### config.mk
export PLATFORM = sky130hd
export DESIGN_NAME = printer_status_poll_sequencer
export DESIGN_NICKNAME = d
export VERILOG_FILES = /design/src/design/psps_pkg.sv /design/src/design/psps_decode.sv /design/src/design/printer_status_poll_sequencer.sv
export SDC_FILE = /design/constraint.sdc
export NUM_CORES = 1
export LEC_CHECK = 0
export BUFFER_PORTS_ARGS = -buffer_cell sky130_fd_sc_hd__buf_4
export CORE_ASPECT_RATIO = 1.5
export CORE_UTILIZATION = 30
export CTS_CLUSTER_DIAMETER = 30
export DETAILED_ROUTE_END_ITERATION = 12
export GPL_TIMING_DRIVEN = 0
export PLACE_DENSITY = 0.5
export SLEW_MARGIN = 20
export SYNTH_ARGS = -nofsm -noshare
export SYNTH_HDL_FRONTEND = slang
export SYNTH_HIERARCHICAL = 1
export SYNTH_SLANG_ARGS = --single-unit
export TNS_END_PERCENT = 1
### constraint.sdc
create_clock -name clk -period 3.66 [get_ports clk]
set_input_delay 0.732 -clock clk [delete_from_list [all_inputs] [get_ports clk]]
set_output_delay 0.732 -clock clk [all_outputs]
set_load 0.02 [all_outputs]
### src/design/psps_pkg.sv
package psps_pkg;

  // Result status codes
  localparam logic [3:0] ST_BUSY        = 4'd0;
  localparam logic [3:0] ST_OK          = 4'd1;
  localparam logic [3:0] ST_NO_RESPONSE = 4'd2;
  localparam logic [3:0] ST_PAPER_OUT   = 4'd3;
  localparam logic [3:0] ST_LABEL_LEFT  = 4'd4;
  localparam logic [3:0] ST_RESTARTED   = 4'd5;
  localparam logic [3:0] ST_NO_PAPER    = 4'd6;
  localparam logic [3:0] ST_HEAP        = 4'd7;
  localparam logic [3:0] ST_PARAMETER   = 4'd8;
  localparam logic [3:0] ST_BUTTON      = 4'd9;
  localparam logic [3:0] ST_HEAD_LIFTED = 4'd10;

  // Configuration register indexes
  localparam logic [1:0] CFG_TIMEOUT  = 2'd0;
  localparam logic [1:0] CFG_END_1ST  = 2'd1;
  localparam logic [1:0] CFG_END_2ND  = 2'd2;

  // Register reset values
  localparam logic [15:0] TIMEOUT_RST = 16'd100;
  localparam logic [7:0]  END_1ST_RST = 8'd10;
  localparam logic [7:0]  END_2ND_RST = 8'd48;

  localparam logic [7:0]  CHAR_ONE    = 8'h31;   // ASCII '1'
  localparam logic [15:0] TICKS_MAX   = 16'hFFFF;
  localparam int          FLAG_W      = 8;

  // Query number field: 0 = nothing to send
  localparam logic [2:0] SQ_NONE = 3'd0;

  typedef logic [1:0] query_t;    // query 1..4 held as 0..3

  typedef enum logic [7:0] {
    PH_SEND1 = 8'b0000_0001,
    PH_SEND2 = 8'b0000_0010,
    PH_SEND3 = 8'b0000_0100,
    PH_SEND4 = 8'b0000_1000,
    PH_WAIT1 = 8'b0001_0000,
    PH_WAIT2 = 8'b0010_0000,
    PH_WAIT3 = 8'b0100_0000,
    PH_WAIT4 = 8'b1000_0000
  } phase_t;

endpackage

### src/design/psps_decode.sv
module psps_decode (
  input  psps_pkg::query_t   query,
  input  logic [7:0]         flags,
  output logic [3:0]         code
);
  import psps_pkg::*;

  // First matching fault position wins; with no fault the code is busy (zero), or ok for query four
  always_comb begin
    code = ST_BUSY;
    unique case (query)
      2'd0: begin
        priority if (flags[0]) code = ST_PAPER_OUT;
        else if (flags[1])     code = ST_LABEL_LEFT;
        else if (flags[2])     code = ST_RESTARTED;
        else if (flags[3])     code = ST_NO_PAPER;
        else if (flags[7])     code = ST_HEAP;
        else                   code = ST_BUSY;
      end
      2'd1: code = ST_BUSY;
      2'd2: begin
        priority if (flags[2]) code = ST_PARAMETER;
        else if (flags[4])     code = ST_BUTTON;
        else                   code = ST_BUSY;
      end
      2'd3: begin
        priority if (flags[0]) code = ST_PAPER_OUT;
        else if (flags[1])     code = ST_LABEL_LEFT;
        else if (flags[3])     code = ST_HEAD_LIFTED;
        else if (flags[4])     code = ST_BUTTON;
        else if (flags[6])     code = ST_RESTARTED;
        else                   code = ST_OK;
      end
      default: code = ST_BUSY;
    endcase
  end

endmodule

### src/design/printer_status_poll_sequencer.sv
// Status poll sequencer for a serial label printer.
//
// Input stream: one transfer per event. in_tuser = 1 carries a received
// reply byte in in_tdata, in_tuser = 0 is a time tick (in_tdata ignored).
// Output stream: exactly one transfer per input transfer, in order.
// out_tdata[2:0] is the query to transmit now (0 = none), out_tdata[6:3]
// is the status code (0 busy, 1 ok, 2 no response, 3..10 faults).
// Config port: cfg_we/cfg_addr/cfg_wdata write timeout_ticks (0),
// first end char (1), second end char (2); write only while idle.
//
// Path: the input transfer is captured in the input register, then decoded
// into the result register, which drives the output transfer.
// Throughput is one transfer per cycle while the receiver does not stall.
// Reset (rst_n low, synchronous) empties both stages, restores register
// defaults and restarts the poll cycle at query one.
// When the receiver stalls the result holds and the input register still
// fills, so one more input transfer is taken before in_tready drops.
module printer_status_poll_sequencer #(
  parameter int FRAME_MAX = 9
) (
  input  logic        clk,
  input  logic        rst_n,
  // input stream
  input  logic        in_tvalid,
  output logic        in_tready,
  input  logic [7:0]  in_tdata,    // [7:0] rx_byte
  input  logic        in_tuser,    // [0] func: 1 byte, 0 tick
  // result stream
  output logic        out_tvalid,
  input  logic        out_tready,
  output logic [7:0]  out_tdata,   // [2:0] send_query, [6:3] status_code, [7] zero
  // configuration
  input  logic        cfg_we,
  input  logic [1:0]  cfg_addr,
  input  logic [15:0] cfg_wdata
);
  import psps_pkg::*;

  localparam int CNT_W = $clog2(FRAME_MAX + 1);

  // config registers
  logic [15:0] timeout_r;
  logic [7:0]  end_1st_r;
  logic [7:0]  end_2nd_r;

  // input stage
  logic        s1_valid_r;
  logic        s1_func_r;
  logic [7:0]  s1_byte_r;

  // sequencer state
  phase_t      phase_r, phase_nxt;
  logic [CNT_W-1:0] count_r, count_nxt;
  logic [7:0]  flags_r, flags_nxt;
  logic [15:0] ticks_r, ticks_nxt;

  // result stage
  logic        out_valid_r;
  logic [2:0]  send_r, send_nxt;
  logic [3:0]  status_r, status_nxt;

  logic        s1_adv;
  logic        is_send;
  query_t      query;
  phase_t      send_next_ph;
  phase_t      wait_ph;
  logic [3:0]  dec_code;
  logic        end_hit;

  assign s1_adv    = s1_valid_r && (!out_valid_r || out_tready);
  assign in_tready = !s1_valid_r || s1_adv;

  always_ff @(posedge clk) begin
    if (!rst_n) begin
      timeout_r <= TIMEOUT_RST;
      end_1st_r <= END_1ST_RST;
      end_2nd_r <= END_2ND_RST;
    end else if (cfg_we) begin
      unique case (cfg_addr)
        CFG_TIMEOUT: timeout_r <= cfg_wdata;
        CFG_END_1ST: end_1st_r <= cfg_wdata[7:0];
        CFG_END_2ND: end_2nd_r <= cfg_wdata[7:0];
        default: ;
      endcase
    end
  end

  // input register
  always_ff @(posedge clk) begin
    if (!rst_n) begin
      s1_valid_r <= 1'b0;
    end else if (in_tready) begin
      s1_valid_r <= in_tvalid;
    end
  end

  always_ff @(posedge clk) begin
    if (in_tvalid && in_tready) begin
      s1_func_r <= in_tuser;
      s1_byte_r <= in_tdata;
    end
  end

  // phase decode: send step flag, query index, follow-on phases
  always_comb begin
    is_send      = 1'b0;
    query        = 2'd0;
    wait_ph      = PH_WAIT1;
    send_next_ph = PH_SEND2;
    unique case (phase_r)
      PH_SEND1: begin is_send = 1'b1; query = 2'd0; wait_ph = PH_WAIT1; end
      PH_SEND2: begin is_send = 1'b1; query = 2'd1; wait_ph = PH_WAIT2; end
      PH_SEND3: begin is_send = 1'b1; query = 2'd2; wait_ph = PH_WAIT3; end
      PH_SEND4: begin is_send = 1'b1; query = 2'd3; wait_ph = PH_WAIT4; end
      PH_WAIT1: begin query = 2'd0; send_next_ph = PH_SEND2; end
      PH_WAIT2: begin query = 2'd1; send_next_ph = PH_SEND3; end
      PH_WAIT3: begin query = 2'd2; send_next_ph = PH_SEND4; end
      // query four never decodes to zero, so its follow-on send phase is not used
      PH_WAIT4: begin query = 2'd3; send_next_ph = PH_SEND1; end
      default: ;
    endcase
  end

  // flags updated with the current byte, then decoded (end byte counts)
  always_comb begin
    flags_nxt = flags_r;
    if (count_r < CNT_W'(FLAG_W) && s1_byte_r == CHAR_ONE) begin
      flags_nxt[count_r[2:0]] = 1'b1;
    end
  end

  psps_decode u_decode (
    .query (query),
    .flags (flags_nxt),
    .code  (dec_code)
  );

  assign end_hit = (s1_byte_r == end_1st_r) || (s1_byte_r == end_2nd_r);

  always_comb begin
    phase_nxt  = phase_r;
    count_nxt  = count_r;
    ticks_nxt  = ticks_r;
    send_nxt   = SQ_NONE;
    status_nxt = ST_BUSY;
    if (is_send) begin
      // flush: the item itself is dropped, frame state cleared
      send_nxt  = {1'b0, query} + 3'd1;
      count_nxt = '0;
      ticks_nxt = '0;
      phase_nxt = wait_ph;
    end else if (!s1_func_r) begin
      if (ticks_r != TICKS_MAX) ticks_nxt = ticks_r + 16'd1;
      if (ticks_nxt > timeout_r) begin
        status_nxt = ST_NO_RESPONSE;
        phase_nxt  = PH_SEND1;
      end
    end else if (count_r >= CNT_W'(FRAME_MAX)) begin
      // over-long frame
      status_nxt = ST_NO_RESPONSE;
      phase_nxt  = PH_SEND1;
    end else begin
      count_nxt = count_r + CNT_W'(1);
      if (end_hit) begin
        if (dec_code != ST_BUSY) begin
          status_nxt = dec_code;
          phase_nxt  = PH_SEND1;
        end else begin
          phase_nxt  = send_next_ph;
        end
      end
    end
  end

  always_ff @(posedge clk) begin
    if (!rst_n) begin
      phase_r <= PH_SEND1;
      count_r <= '0;
      flags_r <= '0;
      ticks_r <= '0;
    end else if (s1_adv) begin
      phase_r <= phase_nxt;
      count_r <= count_nxt;
      ticks_r <= ticks_nxt;
      if (is_send) begin
        flags_r <= '0;
      end else if (s1_func_r && count_r < CNT_W'(FRAME_MAX)) begin
        flags_r <= flags_nxt;
      end
    end
  end

  // result register
  always_ff @(posedge clk) begin
    if (!rst_n) begin
      out_valid_r <= 1'b0;
    end else if (s1_adv) begin
      out_valid_r <= 1'b1;
    end else if (out_tready) begin
      out_valid_r <= 1'b0;
    end
  end

  always_ff @(posedge clk) begin
    if (s1_adv) begin
      send_r   <= send_nxt;
      status_r <= status_nxt;
    end
  end

  assign out_tvalid = out_valid_r;
  assign out_tdata  = {1'b0, status_r, send_r};

endmodule

==> results of run 1 <==
-- area by class of cell --
class | count | share of cell area [%]
clock buffer | 9 | 3.981
tap | 203 | 4.490
multi-input combinational | 386 | 47.45
sequential | 85 | 32.98
buffer | 21 | 2.013
clock inverter | 7 | 1.725
timing repair buffer | 40 | 5.309
inverter | 31 | 2.057
-- worst register-to-register path, cell delays in order, from the launching register on --
cell	delay (ps)
dfxtp_1	430
and4_4	290
nand4_4	140
or3_1	350
buf_6	140
buf_6	140
mux2_4	300
ha_1	280
nor2b_1	130
o211ai_1	160
a21boi_1	100
o31a_1	330
o21ai_0	330
a21oi_1	80
-- worst max-delay path by stage --
stage	startpoint	end	slack, ps
finish	ticks_r[7]	status_r[1]	200
global route	s1_byte_r[6]	phase_r[3]	20
CTS	phase_r[0]	phase_r[3]	70
detailed placement	ticks_r[6]	phase_r[0]	70
global placement	ticks_r[0]	status_r[1]	110
floorplan	ticks_r[0]	phase_r[0]	480
-- power by group through the flow --
| stage | logic (W) | registers (W) | clock network (W) |
|---|---|---|---|
| after CTS | 0.000202 | 0.00100 | 0.00102 |
| after global routing | 0.000223 | 0.00100 | 0.00107 |
| after global placement | 0.000198 | 0.00102 | 0 |
| after floorplan | 0.000121 | 0.00102 | 0 |
| final | 0.000201 | 0.00100 | 0.00100 |
| after detailed placement | 0.000201 | 0.00102 | 0 |
-- flip-flops by register name (all words and copies together), names as in the netlist --
signal	count
out_tvalid	1
end_2nd_r	8
flags_r	7
end_1st_r	8
s1_valid_r	1
count_r	4
timeout_r	16
s1_byte_r	8
phase_r	8
status_r	4
s1_func_r	1
ticks_r	16
send_r	3
-- what timing repair did --
item | in CTS | in global routing
endpoints found under the setup margin | 0 | 12
endpoints found under the hold margin | 0 | 0
resized for setup | 0 | 9
-- layout by cell type (no fill, tap or decap), types with 13 or more instances in the layout --
| cell type | n |
|---|---|
| nor2b_1 | 20 |
| xor2_1 | 18 |
| o21ai_0 | 17 |
| nand2_1 | 58 |
| nor2_1 | 25 |
| nand3_1 | 14 |
| ha_1 | 20 |
| mux2i_1 | 23 |
| a21boi_0 | 16 |
| nand4_1 | 13 |
| buf_4 | 42 |
| a21oi_1 | 24 |
| inv_1 | 30 |
| dfxtp_1 | 66 |
| xnor2_1 | 13 |
| edfxtp_1 | 16 |
-- per-layer routing --
layer	share of wire [%]	wire length [um]	vias up	GRT usage [%]
li1	-	-	1974	-
met1	42	4846	1896	15.72
met2	55	6373	43	29.14
met3	1.6	183	9	2.130
met4	1.5	174	0	5.366
met5	0	0	-	0
-- per-stage QoR --
step / instances / setup slack [ps]
after floorplan: 524 / 483.8
final: 782 / 201.6
after CTS: 783 / 68.60
after global routing: 782 / 17.74
after detailed placement: 767 / 68.41
after global placement: 767 / 113.6
==> metrics.md, run 1 <==
| Metric | Value |
|---|---|
| Status | `finished, final reports clean` |
| Post-CTS Hold Fix Bufs | `0` |
| Core area | `15550 sq um` |
| Type of the worst setup path | `reg -> reg` |
| Detailed Route Iter0 Violations | `131` |
| Reg area | `1866 sq um` |
| Buffers and inverters on the worst path | `2` |
| Vias | `3922` |
| Crit path cell chain | `and4_4 -> nand4_4 -> or3_1 -> buf_6 -> buf_6 -> mux2_4 -> ha_1 -> nor2b_1 -> o211ai_1 -> a21boi_1 -> o31a_1 -> o21ai_0 -> a21oi_1` |
| Switching pwr | `0.0005343 W` |
| Gate Count Post-Synth | `524` |
| Pin count of the biggest net entering global routing | `17` |
| Total Power | `0.002205 W` |
| Antenna Cells | `0` |
| CP startpoint kind | `flop` |
| Sequential Power Share | `45.4%` |
| Required time worst endpoint | `3730 ps` |
| Most used cell, CP | `buf_6` |
| Routed WL | `11580 um` |
| Hold depth | `2` |
| First-pass GRT wire length | `19010 um` |
| Worst R2R Start | `ticks_r[7]` |
| Min Clock Period, post-route | `3458 ps` |
| Die Span Y | `156.2 um` |
| Fill cells | `1614` |
| Worst skew pair latency | `340 ps` |
| Worst min path class | `reg -> reg` |
| Arr. time, crit path | `3530 ps` |
| Port buffer count | `40` |
| Clk sinks | `85` |
| Final Hold Fails | `0` |
| DP Area | `5309 sq um` |
| CP max FO | `10` |
| Initial core utilization | `30.57%` |
| Max-cap viol count | `0` |
| WHS | `471.5 ps` |
| Core Util, Final | `36.37%` |
| Global Route Usage Sum | `14.79%` |
| Unrepaired setup endpoints after global routing | `false` |
| Initial antenna violation count | `0` |
| Synthesized cell area | `4755 sq um` |
| CP delay by family, top | `compound AO/OA/AOI/OAI gates` |
| Row count | `56` |
| Fmax achieved | `289.2 MHz` |
| # setup viols final | `0` |
| Critical path depth | `13` |
| Avg Vias per Cell | `5.015` |
| CP peak stage delay | `430 ps` |
| DR WL/cell | `14.80 um` |
| Post-CTS setup repair buffer count | `0` |
| Vias in the first global route | `3898` |
| Htree depth | `3` |
| Layout cells sized above 1 | `15.54%` |
| CTS tree | `built` |
| DRC | `0` |
| R2R cell count | `13` |
| Ports | `42` |
| Max Clock Skew | `10.52 ps` |
| Area growth from synthesis to layout | `18.97%` |
| Final ANT Viol Nets | `0` |
| Switching share of power | `24.23%` |
| Detail Placement HPWL | `8821 um` |
| Logic pwr share | `9.1%` |
| Nets | `627` |
| Clk buf depth | `2` |
| Worst slew pin tran | `694.7 ps` |
| Syn_nets | `577` |
| Reg2reg end | `status_r[1]` |
| Pleak | `2.288 nW` |
| R2R Setup Slk | `200 ps` |
| Clock network power share | `45.5%` |
| Internal | `0.001670 W` |
| Fin area | `5657 sq um` |
| CTS Root Cell | `clkbuf_16` |
| Slowest stage cell, crit path | `dfxtp_1` |
| Slew Limit Fails | `0` |
| Post-synthesis average cell area | `9.074 sq um` |
| Total grt overflow | `0` |
| Setup crit end kind | `flop` |
| Die width | `104.8 um` |
| Setup TNS Final | `0 ps` |
| Worst Hold End | `timeout_r[7]` |
| Syn. warnings | `6` |
| Initial DRT Pass Iterations | `4` |
| Final GP Congestion | `0.8188` |
| Worst Min Path Start | `timeout_r[7]` |
| Multi-input gate area | `2684 sq um` |
| Max IR drop VDD | `0.1816 mV` |
| Die area | `16370 sq um` |
| Power density cells | `389.8 nW/um^2` |
| CTS clk-pin slew, worst paths | `70 ps` |
| Period utilization | `94.49%` |
| Slew Limit Headroom | `53.49%` |
| TritonCTS buffer count | `9` |
Note: power is estimated with default switching activity, not from simulation.
==> inputs of run 2 (changes only) <==
- GPL_TIMING_DRIVEN: 0 -> default
==> metrics.md, run 2 (synthesis gave the netlist of run 1 again) <==
| Metric | Value |
|---|---|
| Row count | `56 (unchanged)` |
| Most common cell after layout, fill and taps aside | `dfxtp_1` |
| Fmax achieved | `297.9 MHz (+3.0%)` |
| Placed instance count | `759 (-1.0%)` |
| Finished Layout Cells | `775 (-0.90%)` |
| Antenna Cells | `0 (unchanged)` |
| Worst slew pin tran | `951.4 ps (+256.7 ps)` |
| Initial core utilization | `30.57% (unchanged)` |
| Crit path cell chain | `and4_4 -> nand4_4 -> or3_4 -> mux2_4 -> ha_1 -> nor2b_1 -> o211ai_1 -> a21boi_0 -> o31a_1 -> o31a_1 -> buf_12 -> o221ai_1` |
| Sequential Power Share | `48.0% (+2.6 points)` |
| Nets | `620 (-1.1%)` |
| R2R Setup Slk | `300 ps (+100 ps)` |
| First-pass GRT wire length | `18770 um (-1.3%)` |
| Core area | `15550 sq um (unchanged)` |
| Worst min path class | `reg -> reg` |
| Internal | `0.001540 W (-7.8%)` |
| Most frequent cells in the layout | `69 x dfxtp_1, 58 x nand2_1, 53 x buf_4` |
| CP peak stage delay | `460 ps (+30 ps)` |
| Period utilization | `91.71% (-2.8 points)` |
| Die width | `104.8 um (unchanged)` |
| R2R cell count | `12 (-1)` |
| Ports | `42 (unchanged)` |
| Clk sinks | `85 (unchanged)` |
| # setup viols final | `0 (unchanged)` |
| Pin count of the biggest net entering global routing | `60 (+43)` |
| CP startpoint kind | `flop` |
| Power density cells | `372.3 nW/um^2 (-4.5%)` |
| Worst skew pair latency | `350 ps (about the same)` |
| Worst Hold End | `timeout_r[3]` |
| Final ANT Viol Nets | `0 (unchanged)` |
| CTS clk-pin slew, worst paths | `70 ps (about the same)` |
| Worst R2R Start | `ticks_r[7]` |
| Avg Vias per Cell | `5.034 (+0.36%)` |
| Final Hold Fails | `0 (unchanged)` |
| Die area | `16370 sq um (unchanged)` |
| Final GP Congestion | `0.8332 (+1.8%)` |
| WHS | `464.5 ps (-7.005 ps)` |
| Clock network power share | `42.5% (-3.0 points)` |
| CTS tree | `built` |
| Hold depth | `2 (unchanged)` |
| CP max FO | `15 (+5)` |
| Initial DRT Pass Iterations | `6 (+2)` |
| Initial antenna violation count | `0 (unchanged)` |
| DRC | `0 (unchanged)` |
| Vias | `3901 (-0.54%)` |
| Htree depth | `3 (unchanged)` |
| Pleak | `2.283 nW (-0.21%)` |
| Detailed Route Iter0 Violations | `146 (+11%)` |
| Slew Limit Headroom | `36.51% (-17 points)` |
| Logic pwr share | `9.5% (+0.4 points)` |
| DR WL/cell | `14.34 um (-3.1%)` |
| Most used cell, CP | `o31a_1` |
| Required time worst endpoint | `3920 ps (+190 ps)` |
| Switching share of power | `26.13% (+1.9 points)` |
| Switching pwr | `0.0005449 W (+2.0%)` |
| Detail Placement HPWL | `8347 um (-5.4%)` |
| Arr. time, crit path | `3620 ps (+90 ps)` |
| Worst Min Path Start | `timeout_r[3]` |
| Setup crit end kind | `flop` |
| Die Span Y | `156.2 um (unchanged)` |
| CTS Root Cell | `clkbuf_16` |
| Status | `finished, final reports clean` |
| Slew Limit Fails | `0 (unchanged)` |
| Global Route Usage Sum | `14.37% (-0.42 points)` |
| Registers with the most flip-flops | `ticks_r (16), timeout_r (16)` |
| Core Util, Final | `36.00% (-0.36 points)` |
| Routed WL | `11120 um (-4.0%)` |
| Vias in the first global route | `3820 (-2.0%)` |
| Clk buf depth | `2 (unchanged)` |
| Min Clock Period, post-route | `3357 ps (-101.8 ps)` |
| Layout cells sized above 1 | `16.08% (+0.54 points)` |
| Slowest stage cell, crit path | `or3_4` |
| Total grt overflow | `0 (unchanged)` |
| Reg2reg end | `phase_r[0]` |
| Port buffer count | `40 (unchanged)` |
| Max IR drop VDD | `0.2638 mV (+45%)` |
| Area growth from synthesis to layout | `17.79%` |
| Max-cap viol count | `0 (unchanged)` |
| Max Clock Skew | `10.57 ps (+0.04620 ps)` |
| TritonCTS buffer count | `9 (unchanged)` |
| Type of the worst setup path | `reg -> reg` |
## run 2: stage by stage
step	power (W)	instance area (sq um)	setup TNS [ps]	setup slack (ps)
2_1_floorplan	0.001143	4755	0	483.8
3_5_place_dp	0.001224	5309	0	166.5
4_1_cts	0.002113	5590	0	138.5
5_1_grt	0.002182	5600	-3.675	-3.675
6_report	0.002085	5600	0	303.4
3_3_place_gp	0.001219	5309	0	235.6
## run 2: final cells by class
class / count / area (sq um)
fill: 1618 / 9955
inverter: 31 / 116.4
clock inverter: 7 / 56.30
timing repair buffer: 54 / 417.9
sequential: 85 / 1862
clock buffer: 9 / 225.2
tap: 203 / 254.0
multi-input combinational: 386 / 2669
## run 2: how the worst max path moves through the flow
stage | start | to | slack [ps] | cells past startpoint
floorplan | ticks_r[0] | phase_r[0] | 480 | 14
global placement | ticks_r[7] | phase_r[0] | 240 | 13
detailed placement | ticks_r[7] | phase_r[0] | 170 | 13
CTS | ticks_r[7] | phase_r[0] | 140 | 13
global route | ticks_r[7] | phase_r[0] | -4 | 13
finish | ticks_r[7] | phase_r[0] | 300 | 12
## run 2: worst max-delay path, delay by kind of cell (launching register included)
kind / cells / cell delay, ps
flops: 1 / 420
buf+inv: 1 / 150
compound gates: 5 / 1060
simple gates: 4 / 1020
fa+ha+maj: 1 / 280
mux: 1 / 330
## run 2: power groups by stage
stage	sequential [W]	combinational, W	clock, W
2_1_floorplan	0.00102	0.000121	0
3_3_place_gp	0.00102	0.000197	0
3_5_place_dp	0.00102	0.000201	0
4_1_cts	0.00100	0.000202	0.000909
5_1_grt	0.00100	0.000221	0.000956
6_report	0.00100	0.000199	0.000886
## run 2: routing by layer
metal	part of all wire, %	vias to the layer above	routed length (um)	global-route usage, %
met1	41	1864	4597	15.43
met3	2.0	17	222	2.423
met5	0	-	0	0
met4	2.2	0	244	5.567
li1	-	1960	-	-
met2	54	60	6052	27.69
## run 2: repair_timing
| item | CTS | global route |
|---|---|---|
| setup buffers | 0 | 0 |
| endpoints found under the setup margin | 0 | 9 |
| resized for setup | 0 | 2 |
| hold buffers | 0 | 0 |
| hold endpoints to repair | 0 | 0 |
==> inputs of run 3 (changes only) <==
- ABC_AREA: default -> 1
==> metrics.md, run 3 <==
| Metric | Value |
|---|---|
| Initial core utilization | `30.53% (-0.032 points)` |
| Pleak | `2.414 nW (+5.8%)` |
| Slew Limit Headroom | `57.39% (+21 points)` |
| Ports | `42 (unchanged)` |
| Avg Vias per Cell | `4.585 (-8.9%)` |
| Global Route Usage Sum | `14.50% (+0.13 points)` |
| Post-CTS setup repair buffer count | `0 (unchanged)` |
| Core Util, Final | `35.58% (-0.43 points)` |
| Layout cells sized above 1 | `14.00% (-2.1 points)` |
| CP max FO | `16 (+1)` |
| Post-CTS Hold Fix Bufs | `0 (unchanged)` |
| Arr. time, crit path | `3360 ps (-260 ps)` |
| CTS tree | `built` |
| Routed WL | `11250 um (+1.2%)` |
| Type of the worst setup path | `reg -> reg` |
| Slew Limit Fails | `0 (unchanged)` |
| Setup crit end kind | `flop` |
| Gates resized, CTS repair | `0 (unchanged)` |
| Vias | `4108 (+5.3%)` |
| CP peak stage delay | `410 ps (-50 ps)` |
| Unrepaired setup endpoints after global routing | `false` |
| Fmax achieved | `321.1 MHz (+7.8%)` |
| Setup TNS Final | `0 ps (unchanged)` |
| Antenna Cells | `0 (unchanged)` |
| Most common cell after layout, fill and taps aside | `nand2_1` |
| Die width | `104.7 um (about the same)` |
| Vias in the first global route | `3877 (+1.5%)` |
| Core area | `15550 sq um (unchanged)` |
| Htree depth | `3 (unchanged)` |
| Detail Placement HPWL | `8608 um (+3.1%)` |
| Final GP Congestion | `0.8308 (-0.29%)` |
| First-pass GRT wire length | `18380 um (-2.1%)` |
| Status | `finished, final reports clean` |
| Nets | `741 (+20%)` |
| TritonCTS buffer count | `9 (unchanged)` |
| DR WL/cell | `12.55 um (-12%)` |
| Initial DRT Pass Iterations | `4 (-2)` |
| Detailed Route Iter0 Violations | `162 (+11%)` |
| Pin count of the biggest net entering global routing | `43 (-28%)` |
| Port buffer count | `40 (unchanged)` |
| Clk sinks | `85 (unchanged)` |
| Max IR drop VDD | `0.1665 mV (-37%)` |
| Max Clock Skew | `12.39 ps (+1.822 ps)` |
| Worst min path class | `reg -> reg` |
| Worst skew pair latency | `350 ps (about the same)` |
| CTS clk-pin slew, worst paths | `60 ps (about the same)` |
| Area growth from synthesis to layout | `16.52%` |
| CP delay by family, top | `simple AND/OR/NAND/NOR gates` |
| # setup viols final | `0 (unchanged)` |
| Final Hold Fails | `0 (unchanged)` |
| Syn. warnings | `6 (unchanged)` |
| DRC | `0 (unchanged)` |
| Registers with the most flip-flops | `ticks_r (16), timeout_r (16)` |
| Most used cell, CP | `nand2_1` |
| Min Clock Period, post-route | `3114 ps (-242.3 ps)` |
| Required time worst endpoint | `3900 ps (-20 ps)` |
| Syn_nets | `702 (+22%)` |
| CTS Root Cell | `clkbuf_16` |
| Crit path cell chain | `ha_1 -> nand2_1 -> inv_2 -> nand2_2 -> nor3_4 -> nand4_2 -> a21oi_1 -> ha_1 -> nand2_1 -> nand2_1 -> nand2_1 -> nand2_1 -> nand2_1 -> nand2_1 -> nand2_1 -> nand2_1 -> nand2_1 -> nand2_4 -> nand2_4 -> nand2_1 -> nand2_1 -> nor2_1` |
| Most frequent cells in the layout | `151 x nand2_1, 85 x nor2_1, 71 x inv_1` |
| Final ANT Viol Nets | `0 (unchanged)` |
| Initial antenna violation count | `0 (unchanged)` |
| Row count | `56 (unchanged)` |
| CP startpoint kind | `flop` |
| Slowest stage cell, crit path | `dfxtp_1` |
| Power density cells | `425.5 nW/um^2 (+14%)` |
| Buffers and inverters on the worst path | `1 (unchanged)` |
| Die area | `16350 sq um (-0.10%)` |
| Worst slew pin tran | `638.5 ps (-312.9 ps)` |
| Clk buf depth | `2 (unchanged)` |
| Max-cap viol count | `0 (unchanged)` |
| Post-synthesis average cell area | `7.318 sq um (-19%)` |
| Total grt overflow | `0 (unchanged)` |
| Gate Count Post-Synth | `649 (+24%)` |
| Die Span Y | `156.1 um (about the same)` |
| Period utilization | `85.09% (-6.6 points)` |
| Synthesized cell area | `4750 sq um (-0.11%)` |
-- run 3: cell count changes in the layout (fill, tap and decap cells not counted), moves of 13 or more --
cell	before	now
mux2i_1	23	0
inv_1	30	71
a21oi_1	24	49
nor2b_1	20	0
a21boi_0	17	0
nand3_1	14	35
nor2_1	25	85
nand2_1	58	151
buf_4	53	40
-- run 3: per-layer routing --
metal / global-route usage [%] / vias to the layer above / routed length, um
li1: - / 2169 / -
met1: 15.67 / 1856 / 4702
met2: 26.74 / 63 / 5879
met3: 3.049 / 20 / 364
met4: 6.908 / 0 / 302
met5: 0 / - / 0
-- run 3: tightest hold or removal path: stages, from the launching register on --
cell and delay [ps]:
dfxtp_1 300, inv_1 60, a21oi_1 60
-- run 3: worst paths after layout --
| kind | start | endpoint | slack, ps | cells after the start |
|---|---|---|---|---|
| worst min-delay path | timeout_r[3] | timeout_r[3] | 460 | 2 |
| worst min register to register | timeout_r[3] | timeout_r[3] | 460 | 2 |
| worst max-delay path | ticks_r[0] | phase_r[1] | 550 | 22 |
| worst max register to register | ticks_r[0] | phase_r[1] | 550 | 22 |
-- run 3: layout make-up --
| cell class | count | area [sq um] |
|---|---|---|
| clock buffer | 9 | 225.2 |
| sequential | 85 | 1862 |
| timing repair buffer | 40 | 300.3 |
| clock inverter | 7 | 71.32 |
| tap | 203 | 254.0 |
| fill | 1655 | 10020 |
| multi-input combinational | 469 | 2507 |
| inverter | 83 | 314.1 |
-- run 3: where the power goes --
group          switching, W  total (W)  internal [W]
logic              0.000250   0.000388      0.000138
clock network      0.000396   0.000928      0.000531
registers         0.0000369    0.00104       0.00100
-- run 3: per-stage QoR --
stage / worst slack [ps] / area (sq um) / total power (W) / instances / hold slack [ps]
3_3_place_gp: 588.9 / 5238 / 0.001446 / 880 / 448.4
5_1_grt: 218.8 / 5534 / 0.002482 / 896 / 495.9
2_1_floorplan: 1156 / 4750 / 0.001347 / 649 / 435.3
6_report: 545.8 / 5534 / 0.002355 / 896 / 461.7
3_5_place_dp: 494.8 / 5238 / 0.001452 / 880 / 452.8
4_1_cts: 471.4 / 5534 / 0.002387 / 896 / 463.4
